File: src/rbd_pkg.sv
// ---------------------------------------------------------------------------
// rbd_pkg: shared types and codes for the readout block deframer
// Holds the request payload structs, the result kind codes and the station
// codes used by the parser, the output buffer, the top level and the test files.
// ---------------------------------------------------------------------------
package rbd_pkg;

    // Field widths fixed by the readout word format
    localparam int WORD_W   = 16;
    localparam int RATE_W   = 10;
    localparam int STN_W    = 4;
    localparam int LEN_W    = 5;
    localparam int POS_W    = 4;
    localparam int VALUE_W  = 11;
    localparam int KIND_W   = 2;

    // Result kind codes
    localparam logic [KIND_W-1:0] KIND_IGNORED = 2'd0;
    localparam logic [KIND_W-1:0] KIND_HEADER  = 2'd1;
    localparam logic [KIND_W-1:0] KIND_DATA    = 2'd2;

    // Station codes that open a block
    localparam logic [STN_W-1:0] STN_ADC = 4'd1;
    localparam logic [STN_W-1:0] STN_TDC = 4'd2;
    localparam logic [STN_W-1:0] STN_REG = 4'd3;

    // Reset value of the sampling rate register
    localparam logic [RATE_W-1:0] RATE_RESET = 10'd1;

    typedef struct packed {
        logic [WORD_W-1:0] word;
        logic              buffer_start;
    } t_in_item;

    typedef struct packed {
        logic [KIND_W-1:0]  kind;
        logic [STN_W-1:0]   station;
        logic [LEN_W-1:0]   block_length;
        logic [POS_W-1:0]   position;
        logic [STN_W-1:0]   channel;
        logic [VALUE_W-1:0] value;
        logic               channel_mismatch;
        logic               report;
        logic               last_in_block;
    } t_out_item;

endpackage

File: src/readout_block_deframer.sv
// ---------------------------------------------------------------------------
// readout_block_deframer: readout word stream block parser
// Parses 16-bit readout words into headers, block data words and ignored
// words, with ADC channel checking and register-block sampling reports.
//
//   channel | signals                                | payload
//   --------+----------------------------------------+--------------------
//   in      | i_in_valid, o_in_stall, i_in_data      | t_in_item
//   out     | o_out_valid, i_out_stall, o_out_data   | t_out_item
//   cfg     | i_cfg_valid, o_cfg_ready, i_cfg_data   | sample_rate, 10 bit
//
// One request is taken per cycle while o_in_stall is low; its result is buffered.
// The decode is a single combinational pass from the parse state registers
// into a two-entry result buffer.
// o_in_stall rises only when both result slots are occupied.
// Reset (synchronous, active low) clears the parse state, the sampling
// counter and the buffer, and sets sample_rate to 1.
// ---------------------------------------------------------------------------
module readout_block_deframer (
    input  logic                       i_clk,
    input  logic                       i_rst_n,
    input  logic                       i_in_valid,
    output logic                       o_in_stall,
    input  rbd_pkg::t_in_item          i_in_data,
    output logic                       o_out_valid,
    input  logic                       i_out_stall,
    output rbd_pkg::t_out_item         o_out_data,
    input  logic                       i_cfg_valid,
    output logic                       o_cfg_ready,
    input  logic [rbd_pkg::RATE_W-1:0] i_cfg_data
);
    import rbd_pkg::*;

    logic [RATE_W-1:0] r_sample_rate;
    logic              full;
    logic              take;
    t_out_item         result;

    assign o_cfg_ready = 1'b1;
    assign o_in_stall  = full;
    assign take        = i_in_valid && !full;

    // Hold the sampling rate register
    always_ff @(posedge i_clk) begin
        if (!i_rst_n) begin
            r_sample_rate <= RATE_RESET;
        end else if (i_cfg_valid && o_cfg_ready) begin
            r_sample_rate <= i_cfg_data;
        end
    end

    rbd_parser u_parser (
        .i_clk         (i_clk),
        .i_rst_n       (i_rst_n),
        .i_take        (take),
        .i_item        (i_in_data),
        .i_sample_rate (r_sample_rate),
        .o_result      (result)
    );

    rbd_out_buf u_out_buf (
        .i_clk   (i_clk),
        .i_rst_n (i_rst_n),
        .i_push  (take),
        .i_data  (result),
        .o_full  (full),
        .o_valid (o_out_valid),
        .i_stall (i_out_stall),
        .o_data  (o_out_data)
    );

endmodule

File: src/rbd_parser.sv
// ---------------------------------------------------------------------------
// rbd_parser: block parse state and word decode
// Decodes one readout word against the current parse state, producing its
// result, and advances the parse state and sampling counter on acceptance.
// ---------------------------------------------------------------------------
module rbd_parser (
    input  logic                          i_clk,
    input  logic                          i_rst_n,
    input  logic                          i_take,
    input  rbd_pkg::t_in_item             i_item,
    input  logic [rbd_pkg::RATE_W-1:0]    i_sample_rate,
    output rbd_pkg::t_out_item            o_result
);
    import rbd_pkg::*;

    logic              r_in_block,  n_in_block;
    logic [STN_W-1:0]  r_station,   n_station;
    logic [LEN_W-1:0]  r_length,    n_length;
    logic [POS_W-1:0]  r_position,  n_position;
    logic              r_report,    n_report;
    logic [RATE_W-1:0] r_phase,     n_phase;

    // effective state after an optional buffer-start clear
    logic              s_in_block;
    logic [STN_W-1:0]  s_station;
    logic [LEN_W-1:0]  s_length;
    logic [POS_W-1:0]  s_position;
    logic              s_report;
    logic [RATE_W-1:0] s_phase;

    logic [STN_W-1:0]   hi4;
    logic [VALUE_W-1:0] val;
    logic [STN_W-1:0]   hdr_station;
    logic [LEN_W-1:0]   hdr_length;
    logic               known_station;
    logic               last;
    logic [RATE_W-1:0]  rate_eff;
    logic [RATE_W:0]    phase_inc;

    // Clear the parse on buffer start before decoding
    always_comb begin
        s_in_block = i_item.buffer_start ? 1'b0 : r_in_block;
        s_station  = i_item.buffer_start ? '0   : r_station;
        s_length   = i_item.buffer_start ? '0   : r_length;
        s_position = i_item.buffer_start ? '0   : r_position;
        s_report   = i_item.buffer_start ? 1'b0 : r_report;
        s_phase    = i_item.buffer_start ? '0   : r_phase;
    end

    // Field extraction
    assign hi4         = i_item.word[14:11];
    assign val         = i_item.word[10:0];
    assign hdr_station = i_item.word[3:0];
    assign hdr_length  = (hi4 == '0) ? LEN_W'(16) : {1'b0, hi4};
    assign known_station = (hdr_station == STN_ADC) || (hdr_station == STN_TDC)
                        || (hdr_station == STN_REG);
    assign last        = ({1'b0, s_position} + LEN_W'(1)) >= s_length;

    // Sampling counter increment with wrap at the configured rate
    assign rate_eff  = (i_sample_rate == '0) ? RATE_RESET : i_sample_rate;
    assign phase_inc = {1'b0, s_phase} + (RATE_W+1)'(1);

    // Decode the word and work out the next parse state
    always_comb begin
        o_result   = '0;
        n_in_block = s_in_block;
        n_station  = s_station;
        n_length   = s_length;
        n_position = s_position;
        n_report   = s_report;
        n_phase    = s_phase;

        if (s_in_block) begin
            o_result.kind          = KIND_DATA;
            o_result.station       = s_station;
            o_result.block_length  = s_length;
            o_result.position      = s_position;
            o_result.value         = val;
            if (s_station == STN_ADC) begin
                o_result.channel          = hi4;
                o_result.channel_mismatch = (hi4 != s_position);
            end
            o_result.report        = s_report;
            o_result.last_in_block = last;
            if (last) begin
                n_in_block = 1'b0;
                n_position = '0;
                if (s_station == STN_REG) begin
                    n_phase = (phase_inc >= {1'b0, rate_eff}) ? '0 : phase_inc[RATE_W-1:0];
                end
            end else begin
                n_position = s_position + POS_W'(1);
            end
        end else if (i_item.word[15]) begin
            o_result.kind         = KIND_HEADER;
            o_result.station      = hdr_station;
            o_result.block_length = hdr_length;
            if (known_station) begin
                n_in_block      = 1'b1;
                n_station       = hdr_station;
                n_length        = hdr_length;
                n_position      = '0;
                n_report        = (s_phase == '0);
                o_result.report = (s_phase == '0);
            end
        end else begin
            o_result.kind = KIND_IGNORED;
        end
    end

    // Hold the parse state, advance it on each accepted request
    always_ff @(posedge i_clk) begin
        if (!i_rst_n) begin
            r_in_block <= 1'b0;
            r_station  <= '0;
            r_length   <= '0;
            r_position <= '0;
            r_report   <= 1'b0;
            r_phase    <= '0;
        end else if (i_take) begin
            r_in_block <= n_in_block;
            r_station  <= n_station;
            r_length   <= n_length;
            r_position <= n_position;
            r_report   <= n_report;
            r_phase    <= n_phase;
        end
    end

endmodule

File: src/rbd_out_buf.sv
// ---------------------------------------------------------------------------
// rbd_out_buf: two-entry result register with skid
// Registers each result and keeps a second slot so the input side can still
// take a request while the output side is stalled.
// ---------------------------------------------------------------------------
module rbd_out_buf (
    input  logic               i_clk,
    input  logic               i_rst_n,
    input  logic               i_push,
    input  rbd_pkg::t_out_item i_data,
    output logic               o_full,
    output logic               o_valid,
    input  logic               i_stall,
    output rbd_pkg::t_out_item o_data
);
    import rbd_pkg::*;

    t_out_item  r_slot [2];
    logic       r_wr_ptr, n_wr_ptr;
    logic       r_rd_ptr, n_rd_ptr;
    logic [1:0] r_count,  n_count;
    logic       pop;

    assign pop     = (r_count != 2'd0) && !i_stall;
    assign o_valid = (r_count != 2'd0);
    assign o_full  = (r_count == 2'd2);
    assign o_data  = r_slot[r_rd_ptr];

    // Advance pointers and occupancy
    always_comb begin
        n_wr_ptr = i_push ? ~r_wr_ptr : r_wr_ptr;
        n_rd_ptr = pop    ? ~r_rd_ptr : r_rd_ptr;
        n_count  = r_count + {1'b0, i_push} - {1'b0, pop};
    end

    always_ff @(posedge i_clk) begin
        if (!i_rst_n) begin
            r_wr_ptr <= 1'b0;
            r_rd_ptr <= 1'b0;
            r_count  <= 2'd0;
        end else begin
            r_wr_ptr <= n_wr_ptr;
            r_rd_ptr <= n_rd_ptr;
            r_count  <= n_count;
        end
    end

    // Store the incoming result
    always_ff @(posedge i_clk) begin
        if (i_push) begin
            r_slot[r_wr_ptr] <= i_data;
        end
    end

endmodule

File: config.mk
export PLATFORM = sky130hd
export DESIGN_NAME = readout_block_deframer
export DESIGN_NICKNAME = d
export VERILOG_FILES = /design/src/rbd_pkg.sv /design/src/readout_block_deframer.sv /design/src/rbd_parser.sv /design/src/rbd_out_buf.sv
export SDC_FILE = /design/constraint.sdc
export NUM_CORES = 1
export LEC_CHECK = 0
export BUFFER_PORTS_ARGS = -buffer_cell sky130_fd_sc_hd__buf_2
export CAP_MARGIN = 10
export CORE_ASPECT_RATIO = 0.6
export CORE_MARGIN = 4
export CORE_UTILIZATION = 58
export CTS_BUF_LIST = sky130_fd_sc_hd__clkbuf_4 sky130_fd_sc_hd__clkbuf_8 sky130_fd_sc_hd__clkbuf_16
export DETAILED_ROUTE_END_ITERATION = 8
export PLACE_DENSITY = 0.88
export SETUP_SLACK_MARGIN = 0.4
export SYNTH_ARGS = -nofsm -noshare
export SYNTH_HDL_FRONTEND = slang
export SYNTH_HIERARCHICAL = 1
export SYNTH_SLANG_ARGS = --single-unit
File: constraint.sdc
create_clock -name i_clk -period 4.9 [get_ports i_clk]
set_input_delay 0.735 -clock i_clk [delete_from_list [all_inputs] [get_ports i_clk]]
set_output_delay 0.735 -clock i_clk [all_outputs]
set_load 0.01 [all_outputs]
# Yosys cells after proc, flatten, opt, wreduce, memory -nomap -nowiden
# Memories as Yosys holds them, arrays and structs flattened. A register that Yosys moved wholly into a read port is not among the register bits.
# Index checks and enable logic that the tools add are counted.
dict set report totals {
  mem_count 1
  ram_bits 66
  reg_bits 39
  output_inout_bits 36
  word_cells 80
  inputBits 32
}
dict set report classes {
  n_addsub 5
  n_reduce_logical 10
  bitwise 2
  mux 43
  order_cmp 2
  n_eq_ne 7
}
# name depth width rd rd_ports_with_merged_regs write_ports line
set memory_table {}
lappend memory_table {u_out_buf.r_slot 2 33 1 1 1 rbd_out_buf.sv:18} ;# t_out_item r_slot [2];
# cell count
set ops {}
lappend ops {{$mux W10} 6}
lappend ops {{$mux W4} 10}
lappend ops {{$mux W5} 5}
lappend ops {{$logic_not A10 Y1} 2}
lappend ops {{$mux W20} 1}
lappend ops {{$mux W1} 19}
lappend ops {{$eq A4 B2 Y1 const B} 3}
lappend ops {{$add A10 B1 Y11 const B} 1}
lappend ops {{$ge A11 B10 Y1} 1}
lappend ops {{$mux W11} 1}
lappend ops {{$mux W9} 1}
lappend ops {{$eq A4 B1 Y1 const B} 2}
lappend ops {{$add A4 B1 Y5 const B} 1}
lappend ops {{$ge A5 B5 Y1} 1}
lappend ops {{$add A4 B1 Y4 const B} 1}
lappend ops {{$logic_not A4 Y1} 1}
lappend ops {{$ne A4 B4 Y1} 1}
lappend ops {{$add A2 B1 Y2} 1}
lappend ops {{$eq A2 B2 Y1 const B} 1}
lappend ops {{$logic_and A1 B1 Y1} 2}
lappend ops {{$logic_not A1 Y1} 2}
lappend ops {{$logic_or A1 B1 Y1} 2}
lappend ops {{$not A1 Y1} 2}
lappend ops {{$reduce_bool A2 Y1} 1}
lappend ops {{$sub A2 B1 Y2} 1}

# Logic depth before layout (Yosys ltp)
# Gate-level depths: netlist of the first run.
dict set report depth {
  depth_word 7
  mapped_depth 15
  ltp_nobuf 15
}

# Hierarchy
# The synthesis of the first run kept the hierarchy.
# module n_inst cells_each area_per_inst_um2 seq_area_each_um2
set modules_own_cells {}
lappend modules_own_cells {rbd_out_buf 1 126 2783.9 2082.0}
lappend modules_own_cells {rbd_parser 1 279 2112.0 500.5}
lappend modules_own_cells {readout_block_deframer 1 34 389.1 200.2}

# Worst setup path after synthesis of the first run
# OpenSTA, ideal clock, no wires.
dict set report synth_path {
  path_type {input port to flip-flop}
  start {input port i_in_data[0] (netlist name)}
  end {register u_parser.r_phase[4]}
  required_time_ns 4.831
  setup_ns 0.069
  path_buffers 1
  setup_slack_ns 1.156
  cell_stages 14
  arrival_time_ns 3.676
  path_cell_list {clkbuf_1 -> nor2b_1 -> ha_1 -> nand3_1 -> nor3_1 -> xnor2_1 -> nor2_1 -> ha_1 -> a21o_1 -> a21o_1 -> a31o_2 -> or4b_1 -> or3_1 -> o21ai_1}
}
dict set report synth_between {
  elab_chain_len 7
  word_cells_on_any_way 14
  cone_classes {2 x add/sub; 2 x order compare; 1 x eq/ne; 9 x mux}
}
# item line
set synth_rtl {}
lappend synth_rtl {{start, declared} readout_block_deframer.sv:24} ;# input rbd_pkg::t_in_item i_in_data,
lappend synth_rtl {{$mux W10} rbd_parser.sv:47} ;# s_phase = i_item.buffer_start ? '0 : r_phase;
lappend synth_rtl {{$add A10 B1 Y11} rbd_parser.sv:61} ;# assign phase_inc = {1'b0, s_phase} + (RATE_W+1)'(1);
lappend synth_rtl {{$ge A11 B10 Y1} rbd_parser.sv:89} ;# n_phase = (phase_inc >= {1'b0, rate_eff}) ? '0 : phase_inc[RATE_W-1:0];
lappend synth_rtl {{$mux W10} rbd_parser.sv:89}
lappend synth_rtl {{$mux W10} rbd_parser.sv:88} ;# if (s_station == STN_REG) begin
lappend synth_rtl {{$mux W10} rbd_parser.sv:85} ;# if (last) begin
lappend synth_rtl {{$mux W10 (*)} rbd_parser.sv:73} ;# if (s_in_block) begin
lappend synth_rtl {{end signal, assigned} rbd_parser.sv:126} ;# r_phase <= n_phase;
lappend synth_rtl {{end, declared} rbd_parser.sv:21} ;# logic [RATE_W-1:0] r_phase, n_phase;
# Mark *: on every way between the ends. The rest lies on a longest branch, timed or not.
# A chain may end at the register's enable or synchronous reset.

# Final worst setup path of the first run
# Same ends and word-level chain as after synthesis.

==> qor.csv, run 1 <==
metric;value;unit
synth_top_area_cell;edfxtp_1;
leakagePower;2.41;nW
cts_tree;built;
port-buffer-count;66;
synth.distinct_cells;56;
syn_area;0.00529;mm^2
grt_max_degree;40;
synth.area.top_cells;edfxtp_1 (38%), dfxtp_1 (15%), mux2_4 (8.5%);
fin_setup_tns;0;ns
finalHoldViolCount;0;
drc;0;
p_total;2.37;mW
cts_root_buf;clkbuf_16;
synthFlopType;edfxtp_1;
finalCritPeriodShare;77.7;%
hpwl;7.58;mm
post-route-min-period;3.81;ns
powerDensity;398;mW/mm^2
grt-ovfl-total;0;
required;5.17;ns
cp_max_fo;10;
cp.arrival;4.08;ns
gp_congestion;0.914;
start_kind;input pin;
grt_pass1_wl;18.1;mm
critPathMaxStageDelay;0.47;ns
firstDrtPassIters;5;
fp.dieH;81.9;um
synth_top_area_share;37.5;%
finalSetupViolations;0;
rsz0062_at_grt;false;
rows;26;
htreeDepth;3;
cts.sink_count;106;
drv_cap;0;
vias_per_cell;5.87;
max-slew-margin-rel;27.9;%
final_layout_size_suffix_gt1_share;25.1;%
cts_max_path_buffers;2;
synthCells;439;
hold_path.class;reg2reg;
start_util;60.8;%
fill_cells;606;
syn-num-nets;491;
cp_slowest_cell;or4b_1;
seq_area_frac_synth;52.7;%
slew_viol_final;0;
grt_pass1_vias;3527;
clk_latency;0.34;ns
endpoint_kind;register;
antenna_cells;0;
utilization;68.5;%
clock_skew;0.00668;ns
vias;3630;
routedWlPerCell;17.7;um
cts_buffers;9;
syn2layout_area_growth;12.6;%
postRouteWirelength;10.9;mm
antenna_left;0;
path_clk_slew;0.07;ns
syn_avg_cell_area;12.0;um^2
antenna_found_initial;0;
post_cts_resize_count;0;
worstSetupPathType;in2reg;
core-area;0.00869;mm^2
die_area;0.0108;mm^2
timing.fmax;263;MHz
io_pins;68;
status;finished clean;
yosys_warnings;6;
ys_seq_elements;106;
tightest_slew;1.08;ns
hold_buffers;0;
async_reset_ff_share;0;%
first_iter_violations;278;
synth_edf_count;66;
mostFrequentLayoutCells;buf_2 (66), edfxtp_1 (66), dfxtp_1 (39);
grt_usage;21.3;%
dieWidth;131;um
nets;553;
path_cells;buf_2 > clkinv_1 > nand2_1 > inv_1 > ha_1 > nand3_1 > nor3_1 > xnor2_1 > nor2_1 > ha_1 > a21o_1 > a21o_1 > a31o_2 > or4b_1 > or3_1 > o21ai_1;
peakVddDrop;365;uV
post_cts_buffers;0;
-- cells in the mapped netlist, types with 3 or more instances --
cell type / count
ha_1: 20
a21o_1: 3
a21oi_1: 7
buf_12: 3
nor4_1: 3
dfxtp_1: 40
mux2i_1: 15
clkbuf_1: 9
mux2_2: 3
nor3b_1: 5
nand2b_1: 3
a22oi_1: 10
a31oi_1: 3
nor3_1: 5
edfxtp_1: 66
and3_1: 5
xnor2_1: 5
o21ai_0: 15
mux2_4: 30
nor2b_1: 34
o21a_1: 4
or2_2: 3
nand2_1: 37
a22o_1: 9
nor2_1: 16
and2_1: 22
nand3_1: 8
inv_1: 15
xor2_1: 6
-- critical path, delay by kind of cell --
kind                       cells  cell delay (ns)
buffers and inverters          3             0.48
AOI/OAI and AO/OA              4             0.68
adders and majority gates      2             0.57
and+or+nand+nor                6             1.44
xor gates and xnor gates       1             0.16
-- registers in the layout, summed over array words and instances (netlist names), named ones only --
signal and flops:
u_out_buf/r_wr_ptr 1, u_parser/r_position 4, r_sample_rate 10, u_parser/r_length 5
u_out_buf/r_rd_ptr 1, u_parser/r_station 4, u_out_buf/r_count 2, u_parser/r_report 1
u_out_buf/r_slot 66, u_parser/r_phase 10, u_parser/r_in_block 1
-- cell families after synthesis --
logic type / synth area share [%]
xor+xnor: 2.25
fa+ha+maj: 4.73
other cells: 0.0710
simple gates: 15.6
buf+inv: 3.86
compound gates: 8.88
mux: 12.0
flops: 52.7
-- where the power goes --
part	switching (mW)	internal, mW	leakage, nW
Clock	0.317	0.401	0.147
Combinational	0.248	0.278	1.30
Sequential	0.0706	1.05	0.962
-- metal layers --
| layer | vias to the layer above | track usage [%] | share of wire [%] |
|---|---|---|---|
| met5 | - | 0 | 0 |
| met1 | 1746 | 27.8 | 45 |
| met4 | 0 | 5.87 | 1.3 |
| li1 | 1712 | - | - |
| met3 | 17 | 5.39 | 7.5 |
| met2 | 155 | 36.1 | 46 |
-- worst paths after layout --
| check | cells past startpoint | to | from | slack [ns] |
|---|---|---|---|---|
| worst max-delay path | 16 | u_parser/r_phase[4]$_SDFFE_PN0P_ | i_in_data[0] | 1.09 |
| worst min-delay path | 2 | register | u_out_buf/r_rd_ptr$_SDFFE_PN0P_ | 0.49 |
| worst min register to register | 2 | register | u_out_buf/r_rd_ptr$_SDFFE_PN0P_ | 0.49 |
| worst max register to register | 13 | u_parser/r_phase[4]$_SDFFE_PN0P_ | u_parser/r_phase[0]$_SDFFE_PN0P_ | 1.30 |
-- final cells by class --
type                    count  area, um^2  area share (%)
multi-input cells         298        2310            38.8
clock inverters             7        75.1            1.26
flip-flops and latches    106        2780            46.8
clock buffers               9         225            3.78
well taps                 112         140            2.35
inverters                  16        60.1            1.01
repair buffers             70         360            6.06
-- stage by stage --
stage          hold WS, ns  worst slack, ns  cell area (um^2)  std cells
2_1_floorplan        0.442             1.16              5290        439
3_3_place_gp         0.461             1.02              5650        602
3_5_place_dp         0.488            0.869              5650        602
4_1_cts              0.498             1.19              5950        618
5_1_grt              0.510            0.895              5950        618
6_report             0.490             1.09              5950        618
(Power assumes the default switching activity.)
==> inputs of run 2 (changes only) <==
--- a/config.mk
+++ b/config.mk
@@ -5,14 +5,15 @@
 export SDC_FILE = /design/constraint.sdc
 export NUM_CORES = 1
 export LEC_CHECK = 0
+export ABC_AREA = 1
 export BUFFER_PORTS_ARGS = -buffer_cell sky130_fd_sc_hd__buf_2
 export CAP_MARGIN = 10
 export CORE_ASPECT_RATIO = 0.6
 export CORE_MARGIN = 4
-export CORE_UTILIZATION = 58
+export CORE_UTILIZATION = 59
 export CTS_BUF_LIST = sky130_fd_sc_hd__clkbuf_4 sky130_fd_sc_hd__clkbuf_8 sky130_fd_sc_hd__clkbuf_16
 export DETAILED_ROUTE_END_ITERATION = 8
-export PLACE_DENSITY = 0.88
+export PLACE_DENSITY = 0.89
 export SETUP_SLACK_MARGIN = 0.4
 export SYNTH_ARGS = -nofsm -noshare
 export SYNTH_HDL_FRONTEND = slang
==> constraint.sdc (replaced) <==
create_clock -name i_clk -period 3.6 [get_ports i_clk]
set_input_delay 0.54 -clock i_clk [delete_from_list [all_inputs] [get_ports i_clk]]
set_output_delay 0.54 -clock i_clk [all_outputs]
set_load 0.01 [all_outputs]
==> qor.csv, run 2 <==
metric;value;unit;change
status;finished clean;;unchanged
min_from;i_cfg_data[0];;was u_out_buf/r_rd_ptr$_SDFFE_PN0P_
crit_start;u_parser/r_position[1]$_SDFFE_PN0P_;;was i_in_data[0]
grt_usage;22.9;%;was 21.3%
rsz0062_at_grt;false;;unchanged
worstSetupPathType;reg2reg;;was in2reg
peakVddDrop;358;uV;was 365 uV
yosys_warnings;6;;unchanged
largest-register;u_out_buf/r_slot;;unchanged
largest_register_ffs;66;;unchanged
synth_top_area_cell;edfxtp_1;;unchanged
seq_area_frac_synth;48.7;%;was 52.7%
drc;0;;unchanged
final_layout_size_suffix_gt1_share;23.5;%;was 25.1%
mostFrequentLayoutCells;nand2_1 (110), inv_1 (91), edfxtp_1 (66);;was buf_2 (66), edfxtp_1 (66), dfxtp_1 (39)
fp.dieH;84.3;um;was 81.9 um
core-area;0.00929;mm^2;was 0.00869 mm^2
antenna_found_initial;0;;unchanged
syn-num-nets;665;;was 491
ys_seq_elements;106;;unchanged
dpl_cell_area;0.00608;mm^2;was 0.00565 mm^2
multi_input_area;0.00239;mm^2;was 0.00231 mm^2
hold_buffers;0;;unchanged
antenna_cells;0;;unchanged
synth_edf_count;66;;unchanged
synth_common_cells;nand2_1 (110), inv_1 (91), edfxtp_1 (66), nor2_1 (65), dfxtp_1 (40);;was edfxtp_1 (66), dfxtp_1 (40), nand2_1 (37), nor2b_1 (34), mux2_4 (30)
clock_skew;0.00611;ns;was 0.00668 ns
drv_cap;0;;unchanged
dp.cells;795;;was 602
firstDrtPassIters;6;;was 5
cp_max_fo;7;;was 10
first_iter_violations;565;;was 278
clk_latency;0.35;ns;was 0.34 ns
cts_tree;built;;unchanged
dr_wl_met3;1.58;mm;was 821 um
async_reset_ff_share;0;%;unchanged
synth.area.top_cells;edfxtp_1 (35%), dfxtp_1 (14%), mux2_4 (7.9%);;was edfxtp_1 (38%), dfxtp_1 (15%), mux2_4 (8.5%)
finalSetupViolations;0;;unchanged
finalNonFillerCells;811;;was 618
post-route-cell-area;0.00641;mm^2;was 0.00595 mm^2
final_common_cell;nand2_1;;
cts_buffers;9;;unchanged
fill_cells;642;;was 606
tightest_slew;0.763;ns;was 1.08 ns
dieWidth;135;um;was 131 um
required;3.84;ns;was 5.17 ns
pre_cts_ws;0.209;ns;was 0.869 ns
htreeDepth;3;;unchanged
grt_max_degree;34;;was 40
reg_top3;u_out_buf/r_slot: 66 flops, r_sample_rate: 10 flops, u_parser/r_phase: 10 flops;;unchanged
vias;4571;;was 3,630
regArea;0.00278;mm^2;unchanged
timing.fmax;327;MHz;
nets;728;;was 553
fin_setup_tns;0;ns;unchanged
rows;27;;was 26
routed-wl-met2;5.98;mm;was 5.07 mm
syn_area;0.00572;mm^2;was 0.00529 mm^2
gp_congestion;0.994;;was 0.914
vias_per_cell;5.64;;was 5.87
finalCritPeriodShare;84.9;%;
io_pins;68;;unchanged
yosysMostFrequentCell;nand2_1;;was edfxtp_1
synthCells;613;;was 439
finalHoldViolCount;0;;unchanged
cts.sink_count;106;;unchanged
endpoint_kind;register;;unchanged
path_clk_slew;0.07;ns;about the same
grt_pass1_vias;4313;;was 3,527
routedWlPerCell;16.1;um;was 17.7 um
grt-ovfl-total;0;;unchanged
cp.arrival;3.29;ns;was 4.08 ns
powerDensity;585;mW/mm^2;was 398 mW/mm^2
r2r_start;u_parser/r_position[1]$_SDFFE_PN0P_;;was u_parser/r_phase[0]$_SDFFE_PN0P_
hpwl;9.43;mm;was 7.58 mm
syn2layout_area_growth;12.1;%;was 12.6%
cts_max_path_buffers;2;;unchanged
synthFlopType;edfxtp_1;;unchanged
wl_met1;5.30;mm;was 4.87 mm
start_util;61.5;%;was 60.8%
postRouteWirelength;13.1;mm;was 10.9 mm
die_area;0.0114;mm^2;was 0.0108 mm^2
leakagePower;2.93;nW;was 2.41 nW
hold_path.class;in2reg;;was reg2reg
synth_top_area_share;34.7;%;was 37.5%
slew_viol_final;0;;unchanged
layout_setup_ws;0.543;ns;was 1.09 ns
cts_root_buf;clkbuf_16;;unchanged
port-buffer-count;66;;unchanged
grt_pass1_wl;20.7;mm;was 18.1 mm
syn_avg_cell_area;9.33;um^2;was 12.0 um^2
max-slew-margin-rel;49.1;%;was 27.9%
synth.distinct_cells;41;;was 56
post-route-min-period;3.06;ns;
post_cts_resize_count;0;;unchanged
post_cts_buffers;0;;unchanged
antenna_left;0;;unchanged
start_kind;register;;was input pin
top_layer;met4;;unchanged
## run 2: changes by cell type in the layout (fill, tap and decap cells not counted), sizes merged, moves of 9 or more
cell,delta
a21oi,+28
a22o,-9
a22oi,-10
and2,-21
inv,+84
mux2i,-15
nand2,+78
nand3,+17
nor2,+60
nor2b,-34
o22ai,+10
## run 2: critical path, stage by stage (launching register included)
cell and delay [ns]:
dfxtp_1 0.39, inv_1 0.09, nor2_1 0.24, ha_1 0.19
inv_1 0.06, xor2_1 0.16, inv_1 0.09, ha_1 0.31
nand2_1 0.08, inv_1 0.04, o21ai_1 0.15, nand4_2 0.25
nand2_4 0.20, clkinvlp_4 0.18, nand2_2 0.18, o21ai_0 0.15
nand2_1 0.10, a21oi_1 0.07
## run 2: cell families after synthesis
logic type / after synthesis / share of synthesized area, %
simple gates: 238 / 18.9
buf+inv: 121 / 9.76
flops: 106 / 48.7
compound gates: 87 / 8.73
mux: 33 / 8.47
fa+ha+maj: 20 / 4.38
xor+xnor: 7 / 1.07
other cells: 1 / 0.0656
## run 2: power breakdown
group	leakage, nW	total [mW]	internal [mW]	switching, mW
logic	1.82	1.09	0.469	0.626
registers	0.958	1.64	1.51	0.132
clock network	0.150	1.01	0.553	0.457
## run 2: routing by layer
layer  track usage, %  vias up
met2             36.4      297
met3             6.95       33
li1                 -     2151
met5                0        -
met1             30.9     2090
met4             5.95        0
## run 2: area by class of cell
cell class                 instances  share of cell area, %
clock buffer                       9                   3.51
tap                              130                   2.54
inverter                         100                   5.95
timing repair buffer              73                   6.01
sequential                       106                   43.4
clock inverter                     7                   1.29
multi-input combinational        386                   37.3
## run 2: stage by stage
stage | power, mW | hold slack (ns) | util (%)
after floorplan | 2.44 | 0.429 | -
after global placement | 2.68 | 0.449 | 65.5
after detailed placement | 2.74 | 0.469 | 65.5
after CTS | 3.75 | 0.408 | 68.8
after global routing | 3.94 | 0.421 | 69.0
final | 3.75 | 0.421 | 69.0
## run 2: path summary, 6_finish.rpt
check	cells past startpoint	endpoint	slack, ns
max	17	u_parser/r_phase[8]$_SDFFE_PN0P_	0.54
min	3	r_sample_rate[0]$_SDFFE_PN1P_	0.42
max reg2reg	17	u_parser/r_phase[8]$_SDFFE_PN0P_	0.54
min reg2reg	2	u_parser/r_station[3]$_SDFFE_PN0P_	0.49
